### src/rtl/assert_macros.svh
// Assertion macros for the RTL of the wheel velocity controller.
`ifndef ASSERT_MACROS_SVH
`define ASSERT_MACROS_SVH

`ifndef ASSERT_OFF

// Check a clocked property, skipped while reset is asserted.
`define ASSERT_PROP(label, clk, rst_n, prop) \
    label: assert property (@(posedge clk) disable iff (!rst_n) prop) \
        else $error("property check failed");

// Check that a condition never holds at a clock edge.
`define ASSERT_NEVER(label, clk, rst_n, cond) \
    label: assert property (@(posedge clk) disable iff (!rst_n) !(cond)) \
        else $error("forbidden condition seen");

`else

`define ASSERT_PROP(label, clk, rst_n, prop)
`define ASSERT_NEVER(label, clk, rst_n, cond)

`endif

`endif

### src/rtl/dwvpid_pkg.sv
// Package of the dual wheel velocity PID: widths, register indexes, divider step.
package dwvpid_pkg;

    // Configuration register indexes
    localparam logic [2:0] CFG_GAIN_P  = 3'd0;
    localparam logic [2:0] CFG_GAIN_I  = 3'd1;
    localparam logic [2:0] CFG_GAIN_D  = 3'd2;
    localparam logic [2:0] CFG_DIVISOR = 3'd3;
    localparam logic [2:0] CFG_MAX_PWM = 3'd4;

    // Register reset values
    localparam logic [15:0] GAIN_P_RST  = 16'd5120;
    localparam logic [15:0] GAIN_I_RST  = 16'd0;
    localparam logic [15:0] GAIN_D_RST  = 16'd3072;
    localparam logic [15:0] DIVISOR_RST = 16'd50;
    localparam logic [14:0] MAX_PWM_RST = 15'd255;

    // Datapath widths
    localparam int ERR_W   = 33;  // target - speed, speed - last speed
    localparam int PROD_W  = 50;  // 17 bit gain times 33 bit operand
    localparam int ACC_W   = 52;  // summed PID numerator
    localparam int INTEG_W = 48;  // integral store
    localparam int QUO_W   = 44;  // |numerator| >> 8

    // Divider: two quotient bits per cycle
    localparam int DIV_STEPS = QUO_W / 2;
    localparam int DCNT_W    = $clog2(DIV_STEPS);

    // One restoring division step: returns {quotient bit, new remainder}.
    function automatic logic [16:0] div_step(input logic [15:0] rem,
                                             input logic        bit_in,
                                             input logic [15:0] dvs);
        logic [16:0] t;
        logic [16:0] diff;
        t    = {rem, bit_in};
        diff = t - {1'b0, dvs};
        if (t >= {1'b0, dvs})
            return {1'b1, diff[15:0]};
        else
            return {1'b0, t[15:0]};
    endfunction

endpackage

### src/rtl/dual_wheel_velocity_pid.sv
// Dual wheel velocity PID: sequencer with a shared multiplier and a radix-4 divider.
//
//   channel | signals                                          | direction
//   --------+--------------------------------------------------+----------
//   in      | in_valid, in_ready, encoder_*, target_*, moving  | into block
//   out     | out_valid, out_ready, drive_left, drive_right    | out of block
//   cfg     | cfg_valid, cfg_ready, cfg_index, cfg_data        | into block
//
// Per wheel, a moving beat runs speed, error, three shared 17x33 multiplier passes,
// divider load, 22 radix-4 divider steps, drive sum and clamp, right wheel first,
// then loads the output register. An idle beat gives no result. in_ready is high
// only while the sequencer is idle; a finished result waits in its output register
// until taken, and a next one holds the sequencer in its done state. Reset loads
// control, config and per-wheel state, not the payload registers; no clearing pass.
`include "assert_macros.svh"

module dual_wheel_velocity_pid
    import dwvpid_pkg::*;
(
    input  logic               clk,
    input  logic               rst_n,
    // input items
    input  logic               in_valid,
    output logic               in_ready,
    input  logic signed [31:0] encoder_left,
    input  logic signed [31:0] encoder_right,
    input  logic signed [15:0] target_left,
    input  logic signed [15:0] target_right,
    input  logic               moving,
    // result items
    output logic               out_valid,
    input  logic               out_ready,
    output logic signed [15:0] drive_left,
    output logic signed [15:0] drive_right,
    // configuration writes
    input  logic               cfg_valid,
    output logic               cfg_ready,
    input  logic [2:0]         cfg_index,
    input  logic [15:0]        cfg_data
);

    // Sequencer states
    localparam logic [3:0] ST_IDLE  = 4'd0;
    localparam logic [3:0] ST_DIFF  = 4'd1;
    localparam logic [3:0] ST_ERR   = 4'd2;
    localparam logic [3:0] ST_MULP  = 4'd3;
    localparam logic [3:0] ST_MULD  = 4'd4;
    localparam logic [3:0] ST_MULI  = 4'd5;
    localparam logic [3:0] ST_DINIT = 4'd6;
    localparam logic [3:0] ST_DIV   = 4'd7;
    localparam logic [3:0] ST_ADD   = 4'd8;
    localparam logic [3:0] ST_CLAMP = 4'd9;
    localparam logic [3:0] ST_DONE  = 4'd10;

    // Configuration registers
    logic [15:0] gain_p_reg, gain_i_reg, gain_d_reg, divisor_reg;
    logic [14:0] max_pwm_reg;

    // Sequencer control
    logic [3:0]        state_reg, state_next;
    logic              ch_reg, ch_next;
    logic [DCNT_W-1:0] dcnt_reg, dcnt_next;
    logic              out_valid_reg, out_valid_next;

    // Captured input beat
    logic [31:0]        enc_reg [2];
    logic [31:0]        enc_next [2];
    logic signed [15:0] tgt_reg [2];
    logic signed [15:0] tgt_next [2];

    // Per-wheel controller state (index 0 left, 1 right)
    logic [31:0]               last_count_reg [2];
    logic [31:0]               last_count_next [2];
    logic signed [31:0]        last_speed_reg [2];
    logic signed [31:0]        last_speed_next [2];
    logic signed [15:0]        last_drive_reg [2];
    logic signed [15:0]        last_drive_next [2];
    logic signed [INTEG_W-1:0] integ_reg [2];
    logic signed [INTEG_W-1:0] integ_next [2];

    // Working registers
    logic signed [31:0]       speed_reg, speed_next;
    logic signed [ERR_W-1:0]  err_reg, err_next;
    logic signed [ERR_W-1:0]  dsp_reg, dsp_next;
    logic signed [PROD_W-1:0] prod_reg, prod_next;
    logic signed [ACC_W-1:0]  acc_reg, acc_next;
    logic                     neg_reg, neg_next;
    logic [QUO_W-1:0]         dq_reg, dq_next;
    logic [15:0]              rem_reg, rem_next;
    logic [15:0]              dvs_reg, dvs_next;

    // Output registers
    logic signed [15:0] drive_left_reg, drive_left_next;
    logic signed [15:0] drive_right_reg, drive_right_next;

    // Shared multiplier
    logic [15:0]              mul_a;
    logic signed [ERR_W-1:0]  mul_b;
    logic signed [PROD_W-1:0] mul_res;

    // Scratch values of the sequencer
    logic               in_acc;
    logic [16:0]        step_hi, step_lo;
    logic [ACC_W-1:0]   mag;
    logic signed [ACC_W-1:0] qext, qsig, lim_pos, lim_neg;
    logic signed [INTEG_W+2:0] isum;
    logic signed [15:0] drive_val;
    logic               clamped;

    assign in_ready  = (state_reg == ST_IDLE);
    assign in_acc    = in_valid && in_ready;
    assign cfg_ready = 1'b1;
    assign out_valid   = out_valid_reg;
    assign drive_left  = drive_left_reg;
    assign drive_right = drive_right_reg;

    // Pick multiplier operands by step
    always_comb
    begin
        case (state_reg)
            ST_MULP:
            begin
                mul_a = gain_p_reg;
                mul_b = err_reg;
            end
            ST_MULD:
            begin
                mul_a = gain_d_reg;
                mul_b = dsp_reg;
            end
            default:
            begin
                mul_a = gain_i_reg;
                mul_b = err_reg;
            end
        endcase
    end

    assign mul_res = $signed({1'b0, mul_a}) * mul_b;

    // Sequencer and datapath next state
    always_comb
    begin
        state_next       = state_reg;
        ch_next          = ch_reg;
        dcnt_next        = dcnt_reg;
        out_valid_next   = out_valid_reg;
        enc_next         = enc_reg;
        tgt_next         = tgt_reg;
        last_count_next  = last_count_reg;
        last_speed_next  = last_speed_reg;
        last_drive_next  = last_drive_reg;
        integ_next       = integ_reg;
        speed_next       = speed_reg;
        err_next         = err_reg;
        dsp_next         = dsp_reg;
        prod_next        = prod_reg;
        acc_next         = acc_reg;
        neg_next         = neg_reg;
        dq_next          = dq_reg;
        rem_next         = rem_reg;
        dvs_next         = dvs_reg;
        drive_left_next  = drive_left_reg;
        drive_right_next = drive_right_reg;

        step_hi   = div_step(rem_reg, dq_reg[QUO_W-1], dvs_reg);
        step_lo   = div_step(step_hi[15:0], dq_reg[QUO_W-2], dvs_reg);
        mag       = acc_reg[ACC_W-1] ? ACC_W'(-acc_reg) : ACC_W'(acc_reg);
        qext      = $signed({{(ACC_W-QUO_W){1'b0}}, dq_reg});
        qsig      = neg_reg ? -qext : qext;
        lim_pos   = $signed({{(ACC_W-15){1'b0}}, max_pwm_reg});
        lim_neg   = -lim_pos;
        isum      = $signed({{3{integ_reg[ch_reg][INTEG_W-1]}}, integ_reg[ch_reg]})
                  + $signed({prod_reg[PROD_W-1], prod_reg});
        clamped   = 1'b1;
        drive_val = acc_reg[15:0];
        if (acc_reg >= lim_pos)
            drive_val = lim_pos[15:0];
        else if (acc_reg <= lim_neg)
            drive_val = lim_neg[15:0];
        else
            clamped = 1'b0;

        // Drop the result beat once taken
        if (out_valid_reg && out_ready)
            out_valid_next = 1'b0;

        case (state_reg)
            ST_IDLE:
            begin
                if (in_acc)
                begin
                    if (moving)
                    begin
                        enc_next[0] = encoder_left;
                        enc_next[1] = encoder_right;
                        tgt_next[0] = target_left;
                        tgt_next[1] = target_right;
                        ch_next     = 1'b1;
                        state_next  = ST_DIFF;
                    end
                    else if (last_speed_reg[0] != '0 || last_speed_reg[1] != '0)
                    begin
                        // Stopped: rebase counts and clear both controllers
                        last_count_next[0] = encoder_left;
                        last_count_next[1] = encoder_right;
                        for (int i = 0; i < 2; i++)
                        begin
                            last_speed_next[i] = '0;
                            last_drive_next[i] = '0;
                            integ_next[i]      = '0;
                        end
                    end
                end
            end
            ST_DIFF:
            begin
                speed_next = $signed(enc_reg[ch_reg] - last_count_reg[ch_reg]);
                state_next = ST_ERR;
            end
            ST_ERR:
            begin
                err_next   = ERR_W'(tgt_reg[ch_reg]) - ERR_W'(speed_reg);
                dsp_next   = ERR_W'(speed_reg) - ERR_W'(last_speed_reg[ch_reg]);
                state_next = ST_MULP;
            end
            ST_MULP:
            begin
                prod_next  = mul_res;
                acc_next   = ACC_W'(integ_reg[ch_reg]);
                state_next = ST_MULD;
            end
            ST_MULD:
            begin
                acc_next   = acc_reg + ACC_W'(prod_reg);
                prod_next  = mul_res;
                state_next = ST_MULI;
            end
            ST_MULI:
            begin
                acc_next   = acc_reg - ACC_W'(prod_reg);
                prod_next  = mul_res;
                state_next = ST_DINIT;
            end
            ST_DINIT:
            begin
                // Divide |num| >> 8 by the divisor; sign restored afterwards
                neg_next   = acc_reg[ACC_W-1];
                dq_next    = mag[ACC_W-1:8];
                rem_next   = '0;
                dvs_next   = (divisor_reg == '0) ? 16'd1 : divisor_reg;
                dcnt_next  = '0;
                state_next = ST_DIV;
            end
            ST_DIV:
            begin
                rem_next  = step_lo[15:0];
                dq_next   = {dq_reg[QUO_W-3:0], step_hi[16], step_lo[16]};
                dcnt_next = dcnt_reg + 1'b1;
                if (dcnt_reg == DCNT_W'(DIV_STEPS - 1))
                    state_next = ST_ADD;
            end
            ST_ADD:
            begin
                acc_next   = qsig + ACC_W'(last_drive_reg[ch_reg]);
                state_next = ST_CLAMP;
            end
            ST_CLAMP:
            begin
                // Clamp the drive; grow the integral only when unclamped
                if (!clamped)
                begin
                    if (!isum[INTEG_W+2] && (isum[INTEG_W+1:INTEG_W-1] != '0))
                        integ_next[ch_reg] = {1'b0, {(INTEG_W-1){1'b1}}};
                    else if (isum[INTEG_W+2] && (isum[INTEG_W+1:INTEG_W-1] != '1))
                        integ_next[ch_reg] = {1'b1, {(INTEG_W-1){1'b0}}};
                    else
                        integ_next[ch_reg] = isum[INTEG_W-1:0];
                end
                last_count_next[ch_reg] = enc_reg[ch_reg];
                last_speed_next[ch_reg] = speed_reg;
                last_drive_next[ch_reg] = drive_val;
                if (ch_reg)
                begin
                    ch_next    = 1'b0;
                    state_next = ST_DIFF;
                end
                else
                begin
                    state_next = ST_DONE;
                end
            end
            ST_DONE:
            begin
                // Hold until the output register is free
                if (!out_valid_reg || out_ready)
                begin
                    drive_left_next  = last_drive_reg[0];
                    drive_right_next = last_drive_reg[1];
                    out_valid_next   = 1'b1;
                    state_next       = ST_IDLE;
                end
            end
            default:
            begin
                state_next = ST_IDLE;
            end
        endcase
    end

    // Control and controller state
    always_ff @(posedge clk or negedge rst_n)
    begin
        if (!rst_n)
        begin
            state_reg     <= ST_IDLE;
            ch_reg        <= 1'b0;
            dcnt_reg      <= '0;
            out_valid_reg <= 1'b0;
            gain_p_reg    <= GAIN_P_RST;
            gain_i_reg    <= GAIN_I_RST;
            gain_d_reg    <= GAIN_D_RST;
            divisor_reg   <= DIVISOR_RST;
            max_pwm_reg   <= MAX_PWM_RST;
            for (int i = 0; i < 2; i++)
            begin
                last_count_reg[i] <= '0;
                last_speed_reg[i] <= '0;
                last_drive_reg[i] <= '0;
                integ_reg[i]      <= '0;
            end
        end
        else
        begin
            state_reg     <= state_next;
            ch_reg        <= ch_next;
            dcnt_reg      <= dcnt_next;
            out_valid_reg <= out_valid_next;
            last_count_reg <= last_count_next;
            last_speed_reg <= last_speed_next;
            last_drive_reg <= last_drive_next;
            integ_reg      <= integ_next;
            // Take a configuration beat
            if (cfg_valid && cfg_ready)
            begin
                case (cfg_index)
                    CFG_GAIN_P:  gain_p_reg  <= cfg_data;
                    CFG_GAIN_I:  gain_i_reg  <= cfg_data;
                    CFG_GAIN_D:  gain_d_reg  <= cfg_data;
                    CFG_DIVISOR: divisor_reg <= cfg_data;
                    CFG_MAX_PWM: max_pwm_reg <= cfg_data[14:0];
                    default: ;
                endcase
            end
        end
    end

    // Working and output payload registers
    always_ff @(posedge clk)
    begin
        enc_reg         <= enc_next;
        tgt_reg         <= tgt_next;
        speed_reg       <= speed_next;
        err_reg         <= err_next;
        dsp_reg         <= dsp_next;
        prod_reg        <= prod_next;
        acc_reg         <= acc_next;
        neg_reg         <= neg_next;
        dq_reg          <= dq_next;
        rem_reg         <= rem_next;
        dvs_reg         <= dvs_next;
        drive_left_reg  <= drive_left_next;
        drive_right_reg <= drive_right_next;
    end

    // Checks
    `ASSERT_PROP(a_rem_below_divisor, clk, rst_n, (state_reg == ST_DIV) |-> (rem_reg < dvs_reg))
    `ASSERT_PROP(a_right_then_left, clk, rst_n, (state_reg == ST_CLAMP && ch_reg) |=> (state_reg == ST_DIFF && !ch_reg))
    `ASSERT_PROP(a_result_from_done, clk, rst_n, $rose(out_valid_reg) |-> $past(state_reg == ST_DONE))
    `ASSERT_NEVER(a_div_count_range, clk, rst_n, (state_reg == ST_DIV) && (dcnt_reg > DCNT_W'(DIV_STEPS - 1)))

endmodule
### config.mk
export PLATFORM = sky130hd
export DESIGN_NAME = dual_wheel_velocity_pid
export DESIGN_NICKNAME = d
export VERILOG_FILES = /design/src/rtl/dwvpid_pkg.sv /design/src/rtl/dual_wheel_velocity_pid.sv
export VERILOG_INCLUDE_DIRS = /design/src /design/src/rtl
export SDC_FILE = /design/constraint.sdc
export NUM_CORES = 2
export LEC_CHECK = 0
export BUFFER_PORTS_ARGS = -buffer_cell sky130_fd_sc_hd__buf_2
export CORE_MARGIN = 4
export CORE_UTILIZATION = 35
export DETAILED_ROUTE_END_ITERATION = 16
export SYNTH_ARGS = -nofsm -noshare
export SYNTH_HDL_FRONTEND = slang
export SYNTH_SLANG_ARGS = --single-unit
export TNS_END_PERCENT = 50
### constraint.sdc
create_clock -name clk -period 16.72 [get_ports clk]
set_clock_uncertainty 0.2 [all_clocks]
set_input_delay 5.016 -clock clk [delete_from_list [all_inputs] [get_ports clk]]
set_output_delay 5.016 -clock clk [all_outputs]
set_load 0.01 [all_outputs]
==> qor.yml <==
drtIter0Drc: 4416
cp_max_fo: 48
drc_errors: 0
postRouteAntennaNets: 0
worstMarginPinSlew_ns: 1.29
finalCriticalPeriod_ns: 9.68
synth_nets: 8414
required_ns: 16.98
netlist_instances: 7312
ys_async_sr_fraction: 0.461
grt_antenna_before_repair: 4
final_common_cell: "nand2_1"
area_delta_synth_final_pct: 9.42
die-area_um2: 202000
h-tree-depth: 3
synth-edff-count: 405
fin_nets: 8419
fin_crit_sh: 0.579
ctsResizeCount: 0
track_usage: 0.207
crit_path_top_delay_cell: "buf_4"
crit_top_cell: "fa_1"
avgViaCountPerCell: 5.51
num_io_pins: 156
worstSetupPathType: "register to register"
max_freq_mhz: 103
port_buffers: 154
cpPeakStageDelay_ns: 0.64
hold_viol: 0
cp_num_buf_inv: 6
synth_cell_type_count: 84
gp_congestion: 0.952
syn_area_um2: 68000
die_w_um: 449
hpwl_um: 165000
rows: 161
initial_core_util: 0.353
final_cell_mix: "815 x nand2_1, 811 x inv_1, 530 x nor2_1"
numCtsBuffers: 85
post_cts_buffers: 0
status: "finished, final reports clean"
cts.clk_slew.worst_paths_ns: 0.06
hold_path_class: "register to register"
root_buffer: "clkbuf_16"
cts_tree: "yes"
ys_top_cells_by_area: "edfxtp_1 18%, fa_1 15%, dfrtp_1 12%"
largest_reg_flops: 96
yosysWarnings: 0
setup_viol: 0
slew_headroom: 0.133
finalWirelength_um: 212000
finalSetupTns_ns: 0
arrival_ns: 9.94
syn_avg_cell_area_um2: 9.31
die_h_um: 449
clock_path_buffers: 3
wl_per_cell_um: 21.3
synth-main-ff-cell: "edfxtp_1"
clock_sinks: 751
drive_gt1_frac: 0.0892
drv_slew: 0
dr.pass1.iters: 6
end_kind: "register"
ys_seq_area_frac: 0.306
hold_buffers: 0
via_count: 54700
worstSkewPairLatency_ns: 0.74
grt_pass1_wl_um: 330000
worstSetupStartpointType: "register"
rsz0062_at_grt: "false"
grt_pass1_vias: 55800
grt.overflow.total: 0
grt_max_degree: 157
maxCapViolations: 0
core_area_um2: 193000
critPathTopFamily: "adder cells"
synth_top_area_frac: 0.179
synth-seq-cells: 751
yosysTopAreaCell: "edfxtp_1"
[stage by stage]
step	util	cells	hold WS (ns)	instance area, µm²	worst slack, ns
5_1_grt	0.386	9916	0.284	74500	6.47
3_3_place_gp	0.371	9756	0.254	71700	7.31
2_1_floorplan	-	7312	0.241	68000	6.84
6_report	0.386	9917	0.276	74500	7.04
3_5_place_dp	0.371	9756	0.262	71700	7.18
4_1_cts	0.386	9915	0.275	74500	7.12
[synthesized netlist by cell type, drive strengths merged, types with 24 or more instances]
master,count
nand2,822
inv,813
nor2,537
fa,511
o21ai,478
ha,470
a21oi,448
edfxtp,405
dfrtp,331
clkbuf,290
xnor2,257
a21o,196
mux2,177
xor2,166
mux2i,121
nor3,98
nand3,81
o22ai,81
a211oi,65
nand2b,60
a31oi,58
o21a,54
and3,51
nor2b,49
nand4,47
or3,47
o21bai,44
o31ai,44
nor4,42
a22oi,37
and2,37
a311oi,33
buf,31
o211ai,28
or2,24
[worst reg2reg max path, delay by kind of cell (launching register included)]
family | cells | cell delay [ns]
XOR/XNOR | 1 | 0.08
adder cells (fa/ha/maj) | 7 | 3.50
buffers and inverters | 6 | 1.36
flip-flops | 1 | 0.51
multiplexers | 1 | 0.59
AND/OR/NAND/NOR | 3 | 0.62
AO/OA/AOI/OAI | 11 | 2.52
[routing by layer]
metal	track usage	share of wire	up-vias
li1	-	-	25300
met1	0.270	0.42	27200
met2	0.347	0.47	1770
met3	0.0294	0.062	395
met4	0.0827	0.044	4
met5	0	0.00014	-
[final timing paths]
| path | from | to | slack (ns) | cells after the start |
|---|---|---|---|---|
| max in group asynchronous | rst_n | integ_reg[95]$_DFFE_PN0P_ | 9.91 | 3 |
| min in group asynchronous | rst_n | last_speed_reg[38]$_DFFE_PN0P_ | 4.07 | 1 |
| setup / recovery | state_reg[3]$_DFFE_PN0P_ | prod_reg[49]$_DFFE_PP_ | 7.04 | 29 |
| setup reg to reg | state_reg[3]$_DFFE_PN0P_ | prod_reg[49]$_DFFE_PP_ | 7.04 | 29 |
| hold / removal | last_drive_reg[29]$_DFFE_PN0P_ | drive_left[13]$_DFFE_PP_ | 0.28 | 0 |
| hold reg to reg | last_drive_reg[29]$_DFFE_PN0P_ | drive_left[13]$_DFFE_PP_ | 0.28 | 0 |
[logic make-up after synthesis]
logic type / share of synthesized area
adder cells (fa/ha/maj): 0.237
AO/OA/AOI/OAI: 0.164
other: 0.0000551
flip-flops: 0.306
AND/OR/NAND/NOR: 0.129
XOR/XNOR: 0.0544
buffers and inverters: 0.0627
multiplexers: 0.0471
[cell type report]
cell class                      instances  area [µm²]
Antenna cell                            2        5.00
Clock buffer                          118        2400
Clock inverter                         41         397
Fill cell                           19200      119000
Inverter                              814        3060
Multi-Input combinational cell       5426       43200
Sequential cell                       751       20800
Tap cell                             2526        3160
Timing Repair Buffer                  239        1430
Power is not shown: default switching activity piles up to over one toggle a cycle in this logic, so the estimate is an artifact.
